--- src/design/open_address_hash_set_macros.svh ---
// ----------------------------------------------------------------------------
// open_address_hash_set_macros.svh
// Assertion macros used by the top-level hash set design file.
// ----------------------------------------------------------------------------
`ifndef OPEN_ADDRESS_HASH_SET_MACROS_SVH
`define OPEN_ADDRESS_HASH_SET_MACROS_SVH

// Same-cycle implication, checked on every rising clock edge out of reset.
`define OHS_ASSERT_SAME(lbl, ante, cons, msg) \
    lbl: assert property (@(posedge clk) disable iff (!rst_n) (ante) |-> (cons)) \
        else $error(msg);

// Next-cycle implication, checked on every rising clock edge out of reset.
`define OHS_ASSERT_NEXT(lbl, ante, cons, msg) \
    lbl: assert property (@(posedge clk) disable iff (!rst_n) (ante) |=> (cons)) \
        else $error(msg);

`endif

--- src/design/ohs_pkg.sv ---
// ----------------------------------------------------------------------------
// ohs_pkg
// Types and fixed constants shared by the hash set controller and datapath.
// ----------------------------------------------------------------------------
package ohs_pkg;

    // Field widths.
    localparam int KEY_W      = 32;
    localparam int STRIDE_W   = 10;
    localparam int MODE_W     = 2;
    localparam int CFG_IDX_W  = 1;
    localparam int CFG_DATA_W = 32;

    // Request modes.
    localparam logic [MODE_W-1:0] MODE_LOOKUP = 2'd0;
    localparam logic [MODE_W-1:0] MODE_INSERT = 2'd1;
    localparam logic [MODE_W-1:0] MODE_CLEAR  = 2'd2;

    // Configuration register indexes.
    localparam logic [CFG_IDX_W-1:0] REG_PROBE_STRIDE = 1'd0;
    localparam logic [CFG_IDX_W-1:0] REG_EMPTY_MARKER = 1'd1;

    // Register reset values; the marker is a quarter of the largest
    // positive 32-bit signed value.
    localparam logic [STRIDE_W-1:0] STRIDE_RESET = 10'd1;
    localparam logic [KEY_W-1:0]    MARKER_RESET = 32'd536870911;

    // Controller states.
    typedef enum logic [2:0] {
        ST_INIT,
        ST_IDLE,
        ST_DISPATCH,
        ST_HASH,
        ST_READ,
        ST_CHECK,
        ST_CLEAR
    } ohs_state_t;

    // Commands from the controller to the datapath.
    typedef struct packed {
        logic latch_req;
        logic clr_step;
        logic rd_issue;
        logic probe_init;
        logic probe_adv;
        logic ins_write;
        logic resp_valid;
        logic resp_found;
        logic resp_status;
    } ohs_cmd_t;

    // Status from the datapath to the controller.
    typedef struct packed {
        logic mod_busy;
        logic op_clear;
        logic op_probe;
        logic op_insert;
        logic slot_empty;
        logic slot_hit;
        logic count_last;
        logic clr_last;
    } ohs_sts_t;

endpackage

--- src/design/ohs_ctrl.sv ---
// ----------------------------------------------------------------------------
// ohs_ctrl
// Controller of the hash set: clearing sweeps, request dispatch and the
// probe loop over the slot memory.
// ----------------------------------------------------------------------------
module ohs_ctrl (
    input  logic              clk,
    input  logic              rst_n,
    input  logic              start,
    output logic              busy,
    input  ohs_pkg::ohs_sts_t sts,
    output ohs_pkg::ohs_cmd_t cmd
);

    import ohs_pkg::*;

    ohs_state_t state_reg;
    ohs_state_t state_next;

    // State register; reset starts the sweep that empties the table.
    always_ff @(posedge clk or negedge rst_n)
    begin
        if (!rst_n)
        begin
            state_reg <= ST_INIT;
        end
        else
        begin
            state_reg <= state_next;
        end
    end

    // Next state.
    always_comb
    begin
        state_next = state_reg;
        case (state_reg)
            ST_INIT:
            begin
                if (sts.clr_last)
                begin
                    state_next = ST_IDLE;
                end
            end
            ST_IDLE:
            begin
                if (start)
                begin
                    state_next = ST_DISPATCH;
                end
            end
            ST_DISPATCH:
            begin
                if (sts.op_clear)
                begin
                    state_next = ST_CLEAR;
                end
                else if (sts.op_probe)
                begin
                    state_next = sts.mod_busy ? ST_HASH : ST_READ;
                end
                else
                begin
                    state_next = ST_IDLE;
                end
            end
            ST_HASH:
            begin
                if (!sts.mod_busy)
                begin
                    state_next = ST_READ;
                end
            end
            ST_READ:
            begin
                state_next = ST_CHECK;
            end
            ST_CHECK:
            begin
                if (sts.slot_hit || sts.slot_empty || sts.count_last)
                begin
                    state_next = ST_IDLE;
                end
                else
                begin
                    state_next = ST_READ;
                end
            end
            ST_CLEAR:
            begin
                if (sts.clr_last)
                begin
                    state_next = ST_IDLE;
                end
            end
            default:
            begin
                state_next = ST_IDLE;
            end
        endcase
    end

    // Commands to the datapath.
    always_comb
    begin
        cmd = '0;
        case (state_reg)
            ST_INIT:
            begin
                cmd.clr_step = 1'b1;
            end
            ST_IDLE:
            begin
                cmd.latch_req = start;
            end
            ST_DISPATCH:
            begin
                if (sts.op_clear)
                begin
                    cmd = '0;
                end
                else if (sts.op_probe)
                begin
                    cmd.probe_init = !sts.mod_busy;
                end
                else
                begin
                    // Marker key or unused mode: answer at once.
                    cmd.resp_valid = 1'b1;
                end
            end
            ST_HASH:
            begin
                cmd.probe_init = !sts.mod_busy;
            end
            ST_READ:
            begin
                cmd.rd_issue = 1'b1;
            end
            ST_CHECK:
            begin
                if (sts.slot_hit)
                begin
                    cmd.resp_valid = 1'b1;
                    cmd.resp_found = 1'b1;
                end
                else if (sts.slot_empty)
                begin
                    cmd.resp_valid = 1'b1;
                    cmd.ins_write  = sts.op_insert;
                end
                else if (sts.count_last)
                begin
                    // Whole chain walked without a hit or a free slot.
                    cmd.resp_valid  = 1'b1;
                    cmd.resp_status = 1'b1;
                end
                else
                begin
                    cmd.probe_adv = 1'b1;
                end
            end
            ST_CLEAR:
            begin
                cmd.clr_step   = 1'b1;
                cmd.resp_valid = sts.clr_last;
            end
            default:
            begin
                cmd = '0;
            end
        endcase
    end

    assign busy = (state_reg != ST_IDLE);

endmodule

--- config.mk ---
export PLATFORM = sky130hd
export DESIGN_NAME = ohs_ctrl
export DESIGN_NICKNAME = d
export VERILOG_FILES = /design/src/design/open_address_hash_set_macros.svh /design/src/design/ohs_pkg.sv /design/src/design/ohs_ctrl.sv
export SDC_FILE = /design/constraint.sdc
export NUM_CORES = 1
export LEC_CHECK = 0
export ABC_AREA = 1
export BUFFER_PORTS_ARGS = -buffer_cell sky130_fd_sc_hd__buf_2
export CORE_AREA = 5 5 42 44
export CTS_BUF_LIST = sky130_fd_sc_hd__clkbuf_8
export CTS_CLUSTER_DIAMETER = 120
export DETAILED_ROUTE_END_ITERATION = 8
export DIE_AREA = 0 0 47 49
export SKIP_LAST_GASP = 1
export SYNTH_ARGS = -nofsm -noshare
export SYNTH_HDL_FRONTEND = slang
export SYNTH_SLANG_ARGS = --single-unit
--- constraint.sdc ---
create_clock -name clk -period 2.7 [get_ports clk]
set_input_delay 0.27 -clock clk [delete_from_list [all_inputs] [get_ports clk]]
set_output_delay 0.27 -clock clk [all_outputs]
set_load 0.01 [all_outputs]
==> results of run 1 <==
-- per-stage QoR --
stage	instance area [µm²]	std cells	util
floorplan	396.6	73	-
CTS	560.5	113	0.4000
finish	560.5	113	0.4000
global route	560.5	113	0.4000
global placement	505.5	108	0.3607
detailed placement	505.5	108	0.3607
-- power by group through the flow --
stage	sequential [mW]	clock [mW]	combinational (mW)
global route	0.0958	0.135	0.261
global placement	0.0898	0	0.234
floorplan	0.0790	0	0.182
detailed placement	0.0898	0	0.233
finish	0.0904	0.124	0.234
CTS	0.0894	0.127	0.235
-- Yosys cell counts, drive strengths merged --
cell type  count  share of area
nand2         22           0.21
inv           17           0.16
nand3         10           0.14
nor2           9          0.085
dfrtp          3           0.19
nand4          3          0.047
a21oi          2          0.035
nor3           2          0.025
buf            1          0.028
ha             1          0.032
o211ai         1          0.019
o21a           1          0.019
o21ai          1          0.013
-- repair_timing --
| action | CTS | global route |
|---|---|---|
| buffers inserted | 0 | 0 |
| endpoints found under the setup margin | 0 | 0 |
| gates resized for setup | 0 | 0 |
| hold buffers | 1 | 0 |
| hold endpoints to repair | 3 | 0 |
-- per-layer routing --
metal | vias to the layer above | share of wire | track usage
met1 | 218 | 0.43 | 0.1231
met5 | - | 0 | 0
met4 | 0 | 0 | 0.06912
met3 | 0 | 0.064 | 0.01107
li1 | 275 | - | -
met2 | 16 | 0.50 | 0.1493
-- cells by family after synthesis --
logic type,after synthesis,share of synthesized area
adder cells (fa/ha/maj),1,0.03154
flip-flops,3,0.1893
AND/OR/NAND/NOR,46,0.5047
buffers and inverters,18,0.1893
AO/OA/AOI/OAI,5,0.08517
-- final cells by class --
type                    instances  area (µm²)
clock buffers                   3       41.29
multi-input cells              52       246.5
inverters                      17       63.81
well taps                      16       20.02
fillers                       156       840.8
clock inverters                 1       3.754
flip-flops and latches          3       75.07
repair buffers                 21       110.1
-- worst max-delay path, delay by kind of cell (launching register included) --
kind / cells / cell delay (ns)
buf+inv: 3 / 0.38
compound gates: 1 / 0.08
simple gates: 2 / 0.21
flops: 1 / 0.46
-- worst max path at each step --
stage | depth (start not counted) | slack [ns] | to
2_1_floorplan | 4 | 1.46 | cmd[0]
3_5_place_dp | 6 | 1.31 | cmd[2]
5_1_grt | 6 | 0.89 | cmd[2]
3_3_place_gp | 6 | 1.27 | cmd[2]
6_report | 6 | 1.07 | cmd[2]
4_1_cts | 6 | 1.08 | cmd[2]
==> run metrics, run 1 <==
outcome=finished, final reports clean; skew final=0.001430 ns; CP Class=reg -> out; Final Slew Violations=0; Sw Share=0.4538; Syn Inst Count=73; clock buffer depth=2; Hold Path Class=in -> async; CP max stage delay=0.46 ns; worst reg2reg setup slack=1.39 ns; flops & latches, synth=3; leak pwr=0.3677 nW; switching power=203.7 µW; Final Hold Viols=0; post-synthesis sequential area ratio=0.1893; Flop pwr share=0.202; TritonCTS Buffers=3; Worst-path clk slew=0.03 ns; internal power=245.1 µW; GRT Overall Usage=0.09859; period utilisation layout=0.6021; pin count of the biggest net entering global routing=10; total iterations of the first detailed-routing run=4; Worst R2R Start=state_reg[2]; clock power share=0.276; Min Hold Slack=0.3847 ns; H-tree levels=1; Crit. Startpoint=state_reg[1]; Pwr Density=800.6 nW/µm²; FF-to-FF End=state_reg[0]; CP most frequent cell=inv_1; # rows=14; post-synth cell types=16; vias in the first global route=422; Core Box Area=1401 µm²; Synth Cell Area=396.6 µm²; post-route setup slack=1.074 ns; Remaining DRCs=0; Synth Warn #=0; Final Routed Wirelength=1.040 mm; r2r worst-path depth=6; Clock Sink Count=3; TritonCTS clock tree=yes; crit path DAT=1.36 ns; CTS Root Cell=clkbuf_8; most frequent cells in the layout=nand2_1, buf_2, inv_1, nand3_1, nor2_1; I/O pin count=21; Worst setup SP type=register; most common cell after layout, fill and taps aside=nand2_1; clk_lat worst skew=0.21 ns; Die Wd=47 µm; global-route wire length before repair=1.711 mm; Starting Density=0.2830; DR WL/cell=9.204 µm; total global routing overflow=0; Die Ht=49 µm; DR vias=509; Peak supply drop=0.5169 mV; synthesized area per cell=5.433 µm²; Tmin final=1.626 ns; antenna violations before repair=0; cells along the critical path=inv_1 -> nand3_1 -> inv_1 -> nand2_1 -> o211ai_1 -> buf_2; net count after synthesis=85; vias per cell=4.504; Slew Limit Headroom=0.8153; Crit path required time=2.43 ns; Area Growth Syn to Fin=41.33%; DR iter-0 viols=12; pre-CTS WS=1.309 ns; max reg flops=3; Comb pwr share=0.522; DP HPWL=862.6 µm; ANT nets after route=0; ANT cells=0; Setup TNS=0 ns; fmax=615.2 MHz; I/O Buffers=20; crit path max fanout=9; Critical Path End Type=output pin; Setup-failing EPs final=0; RD Place Congestion=0.7727; crit path max-delay cell type=dfrtp_1; Nets=110; max_cap viols=0; layout cells sized above 1=0.2680; RSZ-0062 raised after global routing=false; overall power=448.8 µW; Die ar.=2303 µm²; worst-margin pin slew=0.2770 ns
(Power assumes the default switching activity.)
==> run 2: changes to the inputs <==
==> constraint.sdc (replaced) <==
create_clock -name clk -period 1.3 [get_ports clk]
set_input_delay 0.13 -clock clk [delete_from_list [all_inputs] [get_ports clk]]
set_output_delay 0.13 -clock clk [all_outputs]
set_load 0.01 [all_outputs]
==> run 2 against run 1 <==
Net effect: the flow now finishes with violations (setup timing); clock power grew 110%; critical path depth down 1; non-clock buffer count is 15 higher; die area stayed put.
==> run metrics, run 2 (synthesis results as in run 1) <==
overall power=1.395 mW; Die Ht=49 µm; ANT nets after route=0; post-route setup slack=-0.07694 ns; outcome=complete, but fails checks; TritonCTS clock tree=yes; leak pwr=0.4481 nW; clock buffer depth=2; Tmin final=1.377 ns; max reg flops=3; Starting Density=0.2830; I/O Buffers=20; Design Area, Final=797.0 µm²; DP HPWL=943.2 µm; Crit path required time=1.17 ns; vias per cell=4.656; layout cells sized above 1=0.5625; global-route wire length before repair=2.311 mm; CTS Root Cell=clkbuf_8; crit path DAT=1.25 ns; max_cap viols=0; Die Wd=47 µm; crit path max fanout=5; # rows=14; Final Core Density=0.5688; period utilisation layout=1.059; fin cells=128; FF-to-FF End=state_reg[0]; skew final=0.002638 ns; Worst-path clk slew=0.03 ns; Final Slew Violations=0; Pwr Density=1750 nW/µm²; Hold Path Class=in -> async; Critical Path End Type=output pin; Cells after DPL=109; total global routing overflow=0; fmax=726.3 MHz; Slew Limit Headroom=0.8668; total iterations of the first detailed-routing run=4; Final Hold Viols=0; Area Growth Syn to Fin=100.9%; RD Place Congestion=0.8702; DR vias=596; antenna violations before repair=0; Worst R2R Start=state_reg[0]; Filler cells=142; Remaining DRCs=0; TritonCTS Buffers=3; CP Class=reg -> out; H-tree levels=1; worst reg2reg setup slack=-0.03 ns; pin count of the biggest net entering global routing=8; Peak supply drop=0.8901 mV; DR WL/cell=11.89 µm; GRT Overall Usage=0.1360; most frequent cells in the layout=buf_2, nand2_1, inv_1, buf_4; failing checks=setup timing; DR iter-0 viols=5; Clock Sink Count=3; most common cell after layout, fill and taps aside=buf_2; RSZ-0062 raised after global routing=true; Core Box Area=1401 µm²; vias in the first global route=565; I/O pin count=21; clk_lat worst skew=0.21 ns; Final Routed Wirelength=1.522 mm; ANT cells=0; Nets=125; Die ar.=2303 µm²; Min Hold Slack=0.2374 ns; r2r worst-path depth=8; worst-margin pin slew=0.1998 ns; Worst setup SP type=register; area post-placement=513.0 µm²; Setup-failing EPs final=9
==> run 2: cell types whose count changed in the layout (fill, tap and decap cells not counted), moves of 3 or more <==
cell and delta:
buf_6 +4, nand3_1 -3, nand2_1 -5, nand2_2 +5
buf_4 +11, nor2_1 -3, inv_1 -5, nand3_4 +3
dfrtp_1 -3, inv_4 +3, dfrtp_2 +3
==> run 2: worst max-delay path, cell delays in order (launching register included) <==
cell,delay (ns)
dfrtp_2,0.45
inv_4,0.08
buf_4,0.11
nand3_4,0.07
o211ai_1,0.17
buf_2,0.16
==> run 2: worst max path at each step <==
stage                       from      endpoint  slack (ns)
detailed placement  state_reg[1]  state_reg[2]        0.03
CTS                 state_reg[2]        cmd[5]       -0.07
global placement    state_reg[1]        cmd[2]        0.03
global route        state_reg[2]        cmd[5]       -0.14
floorplan           state_reg[1]  state_reg[0]        0.13
finish              state_reg[0]        cmd[2]       -0.08
==> run 2: per-stage QoR <==
stage | setup TNS [ns] | setup slack [ns]
3_3_place_gp | 0 | 0.03257
4_1_cts | -0.2457 | -0.06547
5_1_grt | -0.9041 | -0.1384
6_report | -0.3088 | -0.07694
3_5_place_dp | 0 | 0.02619
2_1_floorplan | 0 | 0.1318
==> run 2: where the power goes <==
group | internal [mW] | leakage, nW | switching (mW)
Clock | 0.201 | 0.0269 | 0.0591
Combinational | 0.428 | 0.387 | 0.495
Sequential | 0.134 | 0.0346 | 0.0772
==> run 2: metal layers <==
layer  global-route usage  wire [µm]
met1               0.1388        573
met2               0.2353        848
met3              0.04059         57
met4              0.06912         42
met5                    0          0
==> run 2: what timing repair did <==
| action | in CTS | in global routing |
|---|---|---|
| hold endpoints to repair | 3 | 0 |
| setup buffers | 8 | 6 |
| pin swaps | 2 | 6 |
| resized for setup | 18 | 18 |
| endpoints found under the setup margin | 7 | 13 |
| hold buffers | 1 | 0 |
==> run 2: cell type report <==
type,count,area [µm²],share of cell area
Timing Repair Buffer,36,237.7,0.2983
Sequential cell,3,78.83,0.09890
Clock buffer,3,41.29,0.05181
Inverter,17,71.32,0.08948
Clock inverter,1,3.754,0.004710
Multi-Input combinational cell,52,344.1,0.4317
Tap cell,16,20.02,0.02512
==> run 3: changes to the inputs <==
--- a/config.mk
+++ b/config.mk
@@ -7,11 +7,14 @@
 export LEC_CHECK = 0
 export ABC_AREA = 1
 export BUFFER_PORTS_ARGS = -buffer_cell sky130_fd_sc_hd__buf_2
-export CORE_AREA = 5 5 42 44
+export CELL_PAD_IN_SITES_DETAIL_PLACEMENT = 1
+export CELL_PAD_IN_SITES_GLOBAL_PLACEMENT = 2
+export CORE_AREA = 5 5 63 48
 export CTS_BUF_LIST = sky130_fd_sc_hd__clkbuf_8
 export CTS_CLUSTER_DIAMETER = 120
 export DETAILED_ROUTE_END_ITERATION = 8
-export DIE_AREA = 0 0 47 49
+export DIE_AREA = 0 0 68 53
+export PLACE_DENSITY_LB_ADDON = 0.1
 export SKIP_LAST_GASP = 1
 export SYNTH_ARGS = -nofsm -noshare
 export SYNTH_HDL_FRONTEND = slang
==> run 3 against run 2 <==
Net effect: sequential share of layout area shrank 0.79 points; the run still ends with setup timing left; critical path depth is the same; flip-flop and latch count is the same; sequential power shrank 11%; register-to-register slack is essentially flat; largest power group unchanged; critical endpoint is now cmd[8]; highest routed layer unchanged; hold slack gained 0.0091 ns; global-route usage shrank 3.2 points; setup slack gained 0.010 ns; total power grew 7.3%.
==> run metrics, run 3 (synthesis results as in run 1) <==
cells along the critical path=inv_2 -> buf_12 -> nand3_2 -> nor2_1 -> buf_2; r2r worst-path depth=6; Core Box Area=2346 µm²; CP Class=reg -> out; Pwr Density=1757 nW/µm²; RSZ-0062 raised after global routing=true; DR vias=609; worst-margin pin slew=0.2942 ns; critical path depth=5; antenna violations before repair=0; fin cells=150; delay-heaviest family, CP=flip-flops; I/O Buffers=20; layout cells sized above 1=0.5517; Die Ht=53 µm; CP max stage delay=0.39 ns; Remaining DRCs=0; DR WL/cell=11.75 µm; overall power=1.497 mW; DP HPWL=1.246 mm; Clock Sink Count=3; switching power=665.5 µW; vias in the first global route=623; Setup-failing EPs final=11; Final Core Density=0.3632; crit path max-delay cell type=dfrtp_1; DR iter-0 viols=13; # rows=15; GRT Overall Usage=0.1036; most frequent cells in the layout=buf_2, nand2_1, inv_1, buf_4; Final Slew Violations=0; Die ar.=3604 µm²; Comb pwr share=0.698; Tmin final=1.367 ns; fmax=731.8 MHz; Setup TNS=-0.3147 ns; post-route setup slack=-0.06655 ns; H-tree levels=1; WP buf/inv=3; skew final=0.002560 ns; CTS Root Cell=clkbuf_8; clk_lat worst skew=0.22 ns; Die Wd=68 µm; max reg flops=3; vias per cell=4.060; Crit path required time=1.17 ns; crit path DAT=1.24 ns; Nets=129; Final Hold Viols=0; Slew Limit Headroom=0.8018; max_cap viols=0; period utilisation layout=1.051; RD Place Congestion=0.6871; clock buffer depth=2; Flop pwr share=0.125; pin count of the biggest net entering global routing=6; TritonCTS Buffers=3; Worst-path clk slew=0.03 ns; internal power=831.4 µW; Min Hold Slack=0.2465 ns; Hold Path Class=in -> async; clock power share=0.176; ANT nets after route=0; Peak supply drop=0.4379 mV; Area Growth Syn to Fin=114.8%; leak pwr=0.4816 nW; TritonCTS clock tree=yes; Starting Density=0.1691; most common cell after layout, fill and taps aside=buf_2; Sw Share=0.4446; global-route wire length before repair=2.704 mm; total iterations of the first detailed-routing run=2; Cells after DPL=129; total global routing overflow=0; I/O pin count=21; Critical Path End Type=output pin; Worst setup SP type=register; ANT cells=0; outcome=complete, but fails checks; crit path max fanout=5; failing checks=setup timing; Final Routed Wirelength=1.762 mm
run 3: cell type report:
cell class / count / area [µm²]
repair buffers: 40 / 286.5
clock buffers: 3 / 41.29
inverters: 17 / 66.31
well taps: 34 / 42.54
flip-flops and latches: 3 / 77.57
multi-input cells: 52 / 334.1
clock inverters: 1 / 3.754
fillers: 314 / 1494
run 3: power by group through the flow:
stage / logic [mW] / clock network, mW / registers [mW]
6_report: 1.04 / 0.264 / 0.188
2_1_floorplan: 0.378 / 0 / 0.164
5_1_grt: 1.14 / 0.281 / 0.196
3_5_place_dp: 0.544 / 0 / 0.189
4_1_cts: 0.895 / 0.268 / 0.186
3_3_place_gp: 0.546 / 0 / 0.186
run 3: through the flow:
stage	cell area (µm²)	setup WS (ns)
global route	852.1	-0.1206
CTS	790.8	-0.06417
global placement	550.5	-0.001950
floorplan	396.6	0.1318
detailed placement	550.5	-0.001570
finish	852.1	-0.06655
run 3: per-layer routing:
| metal | global-route usage | routed length, µm | up-vias | part of all wire |
|---|---|---|---|---|
| li1 | - | - | 314 | - |
| met2 | 0.1728 | 815 | 14 | 0.46 |
| met5 | 0 | 0 | - | 0 |
| met1 | 0.1259 | 821 | 277 | 0.47 |
| met4 | 0.05941 | 30 | 0 | 0.017 |
| met3 | 0.01486 | 94 | 4 | 0.053 |
run 3: path summary, 6_finish.rpt:
| path | from | end | slack (ns) |
|---|---|---|---|
| worst max-delay path | state_reg[2] | cmd[8] | -0.07 |
| worst min-delay path | rst_n | state_reg[1] | 0.25 |
| worst max register to register | state_reg[1] | state_reg[0] | -0.03 |
| worst min register to register | state_reg[1] | state_reg[1] | 0.68 |
| max in group asynchronous | rst_n | state_reg[0] | 0.93 |
| min in group clk | sts[0] | state_reg[2] | 0.31 |
run 3: timing repair:
action / 4_1_cts / 5_1_grt
setup endpoints to repair: 11 / 13
hold buffers: 1 / 0
resized for setup: 17 / 14
hold endpoints to repair: 3 / 0
setup buffers: 15 / 1
pin swaps: 6 / 6
run 3: worst reg2reg max path, cell delays in order (launching register included):
cell,delay [ns]
dfrtp_2,0.44
buf_6,0.14
ha_1,0.29
nand2_2,0.11
nand4_1,0.11
nand2_1,0.07
nand2_1,0.06
